==> config.mk <==
export PLATFORM = sky130hd
export DESIGN_NAME = pfld_ctrl
export DESIGN_NICKNAME = d
export VERILOG_FILES = /design/src/design/pfld_pkg.sv /design/src/design/pfld_ctrl.sv
export SDC_FILE = /design/constraint.sdc
export NUM_CORES = 1
export LEC_CHECK = 0
export ABC_AREA = 1
export BUFFER_PORTS_ARGS = -buffer_cell sky130_fd_sc_hd__buf_2
export CORE_AREA = 2 2 39 41
export DETAILED_ROUTE_END_ITERATION = 6
export DIE_AREA = 0 0 41 43
export PLACE_DENSITY = 0.67
export SLEW_MARGIN = 40
export SYNTH_ARGS = -nofsm -noshare
export SYNTH_HDL_FRONTEND = slang
export SYNTH_SLANG_ARGS = --single-unit
==> constraint.sdc <==
create_clock -name clk -period 3.8 [get_ports clk]
set_input_delay 0.19 -clock clk [delete_from_list [all_inputs] [get_ports clk]]
set_output_delay 0.19 -clock clk [all_outputs]
set_load 0.1 [all_outputs]
==> src/design/pfld_pkg.sv <==
`default_nettype none

package pfld_pkg;

  localparam int PANEL_WIDTH  = 128;
  localparam int PANEL_HEIGHT = 64;
  localparam int PAGE_COUNT   = (PANEL_HEIGHT + 7) / 8;
  localparam int STORE_BYTES  = PANEL_WIDTH * PAGE_COUNT;
  localparam int ADDR_W       = $clog2(STORE_BYTES);
  localparam int IDX_W        = 17;
  localparam int ERR_W        = 11;

  localparam logic [7:0] FILL_WHITE = 8'hFF;
  localparam logic [7:0] FILL_BLACK = 8'h00;

  typedef enum logic [1:0] {
    ACT_PIXEL = 2'd0,
    ACT_LINE  = 2'd1,
    ACT_FILL  = 2'd2,
    ACT_READ  = 2'd3
  } action_t;

  typedef struct packed {
    logic load;
    logic sweep;
    logic sweep_zero;
    logic rd_pixel;
    logic wr_pixel;
    logic step;
    logic rd_byte;
    logic load_result;
  } pfld_cmd_t;

  typedef struct packed {
    action_t act;
    logic    on_panel;
    logic    line_last;
    logic    sweep_last;
    logic    rsp_busy;
  } pfld_sts_t;

endpackage

`default_nettype wire

==> src/design/pfld_ctrl.sv <==
`default_nettype none

module pfld_ctrl (
  input  wire                  clk,
  input  wire                  rst,
  input  wire                  cmd_valid,
  output logic                 cmd_stall,
  input  pfld_pkg::pfld_sts_t  sts,
  output pfld_pkg::pfld_cmd_t  cmd
);

  typedef enum logic [2:0] {
    S_CLEAR,
    S_IDLE,
    S_DISPATCH,
    S_PLOT_RD,
    S_PLOT_WR,
    S_FILL,
    S_DONE
  } state_t;

  state_t state;
  state_t state_next;

  assign cmd_stall = rst | (state != S_IDLE);

  always_comb begin
    state_next = state;
    cmd        = '0;
    case (state)
      S_CLEAR: begin
        cmd.sweep      = 1'b1;
        cmd.sweep_zero = 1'b1;
        if (sts.sweep_last) begin
          state_next = S_IDLE;
        end
      end
      S_IDLE: begin
        if (cmd_valid) begin
          cmd.load   = 1'b1;
          state_next = S_DISPATCH;
        end
      end
      S_DISPATCH: begin
        case (sts.act)
          pfld_pkg::ACT_PIXEL: state_next = sts.on_panel ? S_PLOT_RD : S_DONE;
          pfld_pkg::ACT_LINE:  state_next = S_PLOT_RD;
          pfld_pkg::ACT_FILL:  state_next = S_FILL;
          pfld_pkg::ACT_READ: begin
            cmd.rd_byte = 1'b1;
            state_next  = S_DONE;
          end
          default: state_next = S_DONE;
        endcase
      end
      S_PLOT_RD: begin
        if (sts.on_panel) begin
          cmd.rd_pixel = 1'b1;
          state_next   = S_PLOT_WR;
        end else if (sts.act == pfld_pkg::ACT_LINE && !sts.line_last) begin
          cmd.step = 1'b1;
        end else begin
          state_next = S_DONE;
        end
      end
      S_PLOT_WR: begin
        cmd.wr_pixel = 1'b1;
        if (sts.act == pfld_pkg::ACT_LINE && !sts.line_last) begin
          cmd.step   = 1'b1;
          state_next = S_PLOT_RD;
        end else begin
          state_next = S_DONE;
        end
      end
      S_FILL: begin
        cmd.sweep = 1'b1;
        if (sts.sweep_last) begin
          state_next = S_DONE;
        end
      end
      S_DONE: begin
        if (!sts.rsp_busy) begin
          cmd.load_result = 1'b1;
          state_next      = S_IDLE;
        end
      end
      default: state_next = S_IDLE;
    endcase
  end

  always_ff @(posedge clk) begin
    if (rst) begin
      state <= S_CLEAR;
    end else begin
      state <= state_next;
    end
  end

endmodule

`default_nettype wire

==> results of run 1 <==
==> per-layer routing <==
metal,vias to the layer above,part of all wire,global-route usage
met5,-,0,0
met4,0,0,0.0800
met3,0,0.044,0.0471
met2,12,0.52,0.244
met1,236,0.44,0.199
li1,316,-,-
==> how the worst max path moves through the flow <==
stage / endpoint / slack (ns) / from / cells past startpoint
6_report: cmd[2] / 2.06 / state[0] / 5
5_1_grt: cmd[2] / 1.94 / state[0] / 6
4_1_cts: cmd[2] / 2.04 / state[0] / 5
3_5_place_dp: cmd[2] / 2.30 / state[0] / 5
3_3_place_gp: cmd[2] / 2.31 / state[0] / 5
2_1_floorplan: cmd[1] / 0.22 / state[1] / 2
==> area by class of cell <==
cell class / instances / area, um2
clock buffers: 4 / 26.3
fillers: 144 / 739
inverters: 21 / 81.3
multi-input cells: 66 / 372
flip-flops and latches: 3 / 60.1
well taps: 16 / 20.0
repair buffers: 17 / 85.1
==> cells by family (layout without fill, tap and decap cells) <==
logic type      Yosys count  count (layout)
flops                     3               3
buf+inv                  23              42
simple gates             59              59
fa+ha+maj                 6               6
compound gates            1               1
==> layout by cell type, fill, tap and decap left out, drive strengths merged <==
| cell type | count |
|---|---|
| nand2 | 26 |
| inv | 21 |
| buf | 17 |
| nor2 | 17 |
| nand3 | 9 |
| ha | 6 |
| nand4 | 4 |
| clkbuf | 4 |
| dfxtp | 3 |
| nor4 | 1 |
| o21ai | 1 |
| nor3 | 1 |
| or2 | 1 |
==> worst min-delay path, cell delays in order <==
cell	delay, ns
buf_2	0.07
inv_1	0.05
nand2_1	0.06
nor2_1	0.03
==> stage by stage <==
stage / utilization / instances / hold WS (ns) / cell area (um2)
after floorplan: - / 92 / 0.369 / 532
after global placement: 0.447 / 123 / 0.473 / 618
after detailed placement: 0.447 / 123 / 0.471 / 618
after CTS: 0.466 / 127 / 0.218 / 644
after global routing: 0.466 / 127 / 0.235 / 644
final: 0.466 / 127 / 0.226 / 644
==> impl_metrics.py, run 1 <==
metrics = {
    "status": {
        "outcome": "complete, no violations",
    },
    "clock_tree": {
        "ctsResizeCount": 0,
        "cts_root_buffer": "clkbuf_4",
        "clkTransAtPathRegs_ns": 0.04,
        "cts-buffers-inserted": 3,
        "clock_latency_ns": 0.23,
        "clk_path_buf_depth": 2,
        "post_cts_buffers": 0,
        "cts-hold-fix-buffers": 0,
        "htreeDepth": 1,
        "cts_tree": "yes",
        "cts_sinks": 3,
    },
    "floorplanning": {
        "chipWidth_um": 41,
        "io_pins": 18,
        "row_count": 14,
        "initial_core_util": 0.384,
        "fp.dieH_um": 43,
        "fp.dieArea_um2": 1760,
        "core_um2": 1380,
    },
    "logic_synthesis": {
        "synth_fa_ha_area_frac": 0.141,
        "synth_edf_count": 0,
        "synth_area_leader_cell": "nand2_1",
        "synth.cells.most_frequent": "nand2_1 (23), inv_1 (19), nor2_1 (11)",
        "synth_ff_type": "dfxtp_1",
        "muxShareOfSynthArea": 0,
        "synth_warnings": 0,
        "syn_inst": 92,
        "synth_compound_area_frac": 0.00941,
        "avgSynthCellArea_um2": 5.78,
        "yosysSeqAreaShare": 0.113,
        "synthXorXnorAreaFrac": 0,
        "netlist_area_um2": 532,
        "synth.distinct_cells": 18,
        "synth_top_family_by_area": "simple AND/OR/NAND/NOR gates",
        "postSynth.asyncResetShare": 0,
        "synthSimpleGateAreaFrac": 0.548,
        "synth_seq_cells": 3,
        "synth_nets": 107,
        "synth.top_cell.area_share": 0.162,
        "synth_area_leaders": "nand2_1 (16%), ha_1 (14%), inv_1 (13%)",
        "synth_most_common_cell": "nand2_1",
    },
    "flow_run": {
        "drv_cap": 0,
    },
    "sta": {
        "setup_slack_ns": 2.06,
        "setup_viol": 0,
        "max_slew_margin": 0.676,
        "hold_viol": 0,
        "tightest_slew_ns": 0.489,
        "maxSlewViolCount": 0,
        "period_minus_slack_ns": 1.74,
        "setup_tns_ns": 0,
        "clock_skew_ns": 0.00295,
        "rsz0062_at_grt": "no",
        "min_period_over_period": 0.457,
        "fmax_mhz": 576,
    },
    "critical_path": {
        "cp_slowest_cell": "dfxtp_1",
        "r2r_start": "state[2]",
        "r2r_setup_slack_ns": 2.46,
        "cp_top_family": "flip-flops",
        "critPathArrivalTime_ns": 1.55,
        "ff2ff_path_depth": 9,
        "crit_chain": "nand2_1 > nor2_2 > nand2_2 > nand2_1 > buf_2",
        "path_max_fanout": 10,
        "crit_type": "flop to output port",
        "r2r-end": "state[1]",
        "end_kind": "output port",
        "required_ns": 3.61,
        "cpPeakStageDelay_ns": 0.52,
        "worst-path-buf-inv": 1,
        "critPathLaunchType": "flop",
        "cp_common_cell": "nand2_1",
    },
    "cells_and_area": {
        "n_antenna_cell": 0,
        "nets": 127,
        "largest_register": "state",
        "top_regs": "state x3",
        "layout-drive-gt1-share": 0.324,
        "synthToLayoutAreaGrowth_pct": 21.2,
        "largest_reg_flops": 3,
    },
    "global_routing": {
        "grt_usage": 0.161,
        "gr-total-overflow": 0,
        "antenna_found_initial": 0,
        "grt_pass1_vias": 529,
        "grt_pass1_wl_um": 1960,
        "grt_max_degree": 11,
    },
    "worst_hold_path": {
        "holdPathEnd": "state[0]",
        "min_from": "rst",
        "hp-class": "primary input to flop",
        "holdPathStages": 4,
    },
    "drt": {
        "drt_iter0_markers": 10,
        "post_drt_wl_per_cell_um": 8.04,
        "drc": 0,
        "wirelength_um": 1020,
        "ant_nets": 0,
        "vias_per_cell": 4.44,
        "drt_first_pass_iters": 4,
        "vias": 564,
    },
    "placed_design": {
        "place_congestion": 0.870,
        "numPortBuffers": 17,
        "pre_cts_ws_ns": 2.30,
        "dpl.hpwl_um": 909,
    },
}
Power of run 1 is left out: the tool's default activity adds up to more than one toggle a clock period on the data nets, which glitch-free logic cannot reach.
==> inputs of run 2 (changes only) <==
Clock period 3.8 ns to 1.75 ns, I/O delays scaled along.
==> run 2 against run 1 <==
Against the previous run:
- count of clock-buffer cells in the layout unchanged
- utilization increased by 3.2 points
- critical path depth decreased by 2
- setup slack got worse by 2.0 ns
- worst hold slack got worse by 0.084 ns
==> impl_metrics.py, run 2 (synthesized netlist as in run 1, its figures left out) <==
metrics = {
    "global_routing": {
        "grt_pass1_wl_um": 2040,
        "grt_usage": 0.162,
        "grt_max_degree": 11,
        "gr-total-overflow": 0,
        "antenna_found_initial": 0,
        "grt_pass1_vias": 517,
    },
    "critical_path": {
        "critPathLaunchType": "flop",
        "crit_type": "flop to output port",
        "end_kind": "output port",
        "critPathArrivalTime_ns": 1.56,
        "r2r_setup_slack_ns": 0.25,
        "path_max_fanout": 9,
        "ff2ff_path_depth": 9,
        "r2r_start": "state[2]",
        "cp_slowest_cell": "dfxtp_1",
        "crit_chain": "nand3_1 > nor2_2 > buf_2",
        "required_ns": 1.66,
        "r2r-end": "state[2]",
        "cpPeakStageDelay_ns": 0.60,
    },
    "drt": {
        "drt-met1-wl_um": 558,
        "vias": 597,
        "drt_first_pass_iters": 4,
        "wirelength_um": 1180,
        "route.met2.wl_um": 549,
        "ant_nets": 0,
        "post_drt_wl_per_cell_um": 9.25,
        "drc": 0,
        "topRoutingLayerUsed": "met4",
        "wl_met3_um": 63,
        "vias_per_cell": 4.70,
        "drt_iter0_markers": 12,
    },
    "placed_design": {
        "numPortBuffers": 17,
        "dpl.hpwl_um": 943,
        "place_congestion": 0.774,
    },
    "cells_and_area": {
        "largest_reg_flops": 3,
        "synthToLayoutAreaGrowth_pct": 29.4,
        "n_antenna_cell": 0,
        "multi_input_area_um2": 397,
        "largest_register": "state",
        "top_regs": "state x3",
        "fill_cells": 160,
        "layout-drive-gt1-share": 0.378,
        "layout_commonest_cell": "nand2_1",
        "seqCellArea_um2": 60.1,
        "layout_common_cells": "nand2_1 (22), inv_1 (18), buf_2 (16), nor2_2 (9), nor2_1 (8)",
        "nets": 127,
    },
    "clock_tree": {
        "htreeDepth": 1,
        "cts_tree": "yes",
        "post_cts_buffers": 0,
        "cts-buffers-inserted": 3,
        "cts_root_buffer": "clkbuf_4",
        "clkTransAtPathRegs_ns": 0.04,
        "cts_sinks": 3,
        "clk_path_buf_depth": 2,
        "clock_latency_ns": 0.23,
        "ctsResizeCount": 0,
        "cts-hold-fix-buffers": 0,
    },
    "sta": {
        "hold_viol": 0,
        "period_minus_slack_ns": 1.65,
        "min_period_over_period": 0.942,
        "rsz0062_at_grt": "no",
        "fmax_mhz": 607,
        "max_slew_margin": 0.683,
        "setup_tns_ns": 0,
        "clock_skew_ns": 0.000562,
        "maxSlewViolCount": 0,
        "tightest_slew_ns": 0.475,
        "setup_viol": 0,
    },
    "floorplanning": {
        "io_pins": 18,
        "chipWidth_um": 41,
        "fp.dieH_um": 43,
        "row_count": 14,
        "core_um2": 1380,
        "initial_core_util": 0.384,
        "fp.dieArea_um2": 1760,
    },
    "status": {
        "outcome": "complete, no violations",
    },
    "worst_hold_path": {
        "holdPathStages": 4,
        "min_from": "rst",
        "holdPathEnd": "state[0]",
        "hp-class": "primary input to flop",
    },
    "flow_run": {
        "drv_cap": 0,
    },
}
run 2: worst max-delay path: cells and delay by family, from the launching register on:
family                 cells  cell delay (ns)
flip-flops                 1             0.60
buffers and inverters      1             0.43
AND/OR/NAND/NOR            2             0.30
run 2: worst max path at each step:
stage          slack [ns]  startpoint  depth (start not counted)        to
2_1_floorplan        0.04    state[1]                          5    cmd[2]
3_3_place_gp         0.32    state[2]                          9  state[2]
3_5_place_dp         0.30    state[2]                          9  state[2]
4_1_cts              0.10    state[2]                          3    cmd[0]
5_1_grt              0.03    state[2]                          3    cmd[0]
6_report             0.10    state[2]                          3    cmd[0]
run 2: routing by layer:
layer	vias up	global-route usage
li1	318	-
met1	255	0.224
met2	22	0.250
met3	2	0
met4	0	0.0800
met5	-	0
run 2: stage by stage:
step	cells	utilization	area [um2]	setup WS, ns	hold WS (ns)
floorplan	92	-	561	0.0365	0.267
global placement	123	0.478	662	0.325	0.374
detailed placement	123	0.478	662	0.301	0.383
CTS	127	0.497	688	0.104	0.138
global route	127	0.497	688	0.0293	0.155
finish	127	0.497	688	0.102	0.141
run 2: area by class of cell:
type	instances	area share
Tap cell	16	0.0291
Timing Repair Buffer	17	0.145
Inverter	21	0.124
Clock buffer	4	0.0382
Multi-Input combinational cell	66	0.576
Sequential cell	3	0.0873
Power of run 2 is left out for the same reason.
==> inputs of run 3 (changes only) <==
Clock period 1.75 ns to 1.9 ns, I/O delays scaled along.
==> run 3 against run 2 <==
Against the previous run:
- die area stayed put
- sequential cell count stayed put
- utilization down 1.1 points
- register-to-register slack gained 0.22 ns
- global-route usage shrank 1.5 points
- worst hold slack improved by 0.0046 ns
- critical path depth grew 2
- design area down 2.2%
- count of clock-buffer cells in the layout is the same
- routed wire length down 8.7%
- clock skew up 0.0015 ns
- non-clock buffer count did not move
- critical path type unchanged
- largest cell class unchanged
==> impl_metrics.py, run 3 (synthesized netlist as in run 1, its figures left out) <==
metrics = {
    "floorplanning": {
        "initial_core_util": 0.384,
        "chipWidth_um": 41,
        "fp.dieH_um": 43,
        "io_pins": 18,
        "row_count": 14,
        "fp.dieArea_um2": 1760,
        "core_um2": 1380,
    },
    "critical_path": {
        "path_max_fanout": 10,
        "cp_top_family": "flip-flops",
        "ff2ff_path_depth": 7,
        "crit_chain": "nand2_1 > nor2_2 > nand2_2 > nand2_2 > buf_2",
        "cpPeakStageDelay_ns": 0.57,
        "worst-path-buf-inv": 1,
        "end_kind": "output port",
        "r2r_setup_slack_ns": 0.47,
        "required_ns": 1.80,
        "critPathArrivalTime_ns": 1.65,
        "r2r_start": "state[0]",
        "cp_common_cell": "nand2_2",
        "r2r-end": "state[0]",
        "cp_slowest_cell": "dfxtp_1",
        "critPathLaunchType": "flop",
        "crit_type": "flop to output port",
    },
    "global_routing": {
        "grt_max_degree": 11,
        "gr-total-overflow": 0,
        "grt_pass1_vias": 517,
        "grt_usage": 0.147,
        "grt_pass1_wl_um": 1840,
        "antenna_found_initial": 0,
    },
    "cells_and_area": {
        "synthToLayoutAreaGrowth_pct": 26.6,
        "layout_common_cells": "nand2_1 (22), inv_1 (18), buf_2 (17), nor2_2 (9), nor2_1 (8)",
        "layout-drive-gt1-share": 0.378,
        "largest_register": "state",
        "layout_commonest_cell": "nand2_1",
        "largest_reg_flops": 3,
        "fin_util": 0.486,
        "top_regs": "state x3",
        "fill_cells": 152,
        "nets": 127,
        "n_antenna_cell": 0,
    },
    "drt": {
        "vias_per_cell": 4.57,
        "drt_first_pass_iters": 4,
        "drt_iter0_markers": 11,
        "wirelength_um": 1070,
        "post_drt_wl_per_cell_um": 8.45,
        "ant_nets": 0,
        "vias": 581,
        "drc": 0,
    },
    "sta": {
        "maxSlewViolCount": 0,
        "setup_tns_ns": 0,
        "max_slew_margin": 0.678,
        "period_minus_slack_ns": 1.74,
        "rsz0062_at_grt": "no",
        "tightest_slew_ns": 0.486,
        "min_period_over_period": 0.917,
        "hold_viol": 0,
        "setup_viol": 0,
        "whs_ns": 0.146,
        "fmax_mhz": 574,
        "setup_slack_ns": 0.158,
        "clock_skew_ns": 0.00207,
    },
    "clock_tree": {
        "post_cts_buffers": 0,
        "cts_root_buffer": "clkbuf_4",
        "cts-buffers-inserted": 3,
        "cts_sinks": 3,
        "clock_latency_ns": 0.23,
        "clkTransAtPathRegs_ns": 0.04,
        "cts_tree": "yes",
        "clk_path_buf_depth": 2,
        "ctsResizeCount": 0,
        "cts-hold-fix-buffers": 0,
        "htreeDepth": 1,
    },
    "worst_hold_path": {
        "min_from": "rst",
        "hp-class": "primary input to flop",
        "holdPathEnd": "state[0]",
        "holdPathStages": 4,
    },
    "flow_run": {
        "drv_cap": 0,
    },
    "status": {
        "outcome": "complete, no violations",
    },
    "placed_design": {
        "pre_cts_ws_ns": 0.415,
        "numPortBuffers": 17,
        "dpl.hpwl_um": 928,
        "place_congestion": 0.744,
    },
}
run 3: changes by cell type in the layout (fill, tap and decap cells not counted):
cell    delta
buf_12     -1
buf_2      +1
run 3: layer usage:
layer,vias up,routed length (um),global-route usage
li1,315,-,-
met1,252,503,0.196
met2,14,530,0.231
met3,0,39,0
met4,0,0,0.0800
met5,-,0,0
run 3: final cells by class:
type / instances / area, um2 / area share
Inverter: 21 / 85.1 / 0.126
Timing Repair Buffer: 17 / 85.1 / 0.126
Clock buffer: 4 / 26.3 / 0.0390
Multi-Input combinational cell: 66 / 397 / 0.589
Sequential cell: 3 / 60.1 / 0.0892
Tap cell: 16 / 20.0 / 0.0297
run 3: worst register-to-register path, delay by kind of cell (launching register included):
kind | cells | cell delay, ns
flip-flops | 1 | 0.57
AND/OR/NAND/NOR | 6 | 0.60
buffers and inverters | 1 | 0.16
run 3: worst max-delay path by stage:
stage / startpoint / end / slack (ns) / cells past startpoint
after floorplan: state[1] / cmd[2] / 0.18 / 5
after global placement: state[2] / cmd[2] / 0.46 / 5
after detailed placement: state[0] / cmd[2] / 0.42 / 5
after CTS: state[0] / cmd[2] / 0.16 / 5
after global routing: state[0] / cmd[2] / 0.04 / 5
final: state[0] / cmd[2] / 0.16 / 5
run 3: through the flow:
step / cell area (um2) / std cells
floorplan: 561 / 92
global placement: 647 / 123
detailed placement: 647 / 123
CTS: 673 / 127
global route: 673 / 127
finish: 673 / 127
Power of run 3 is left out for the same reason.
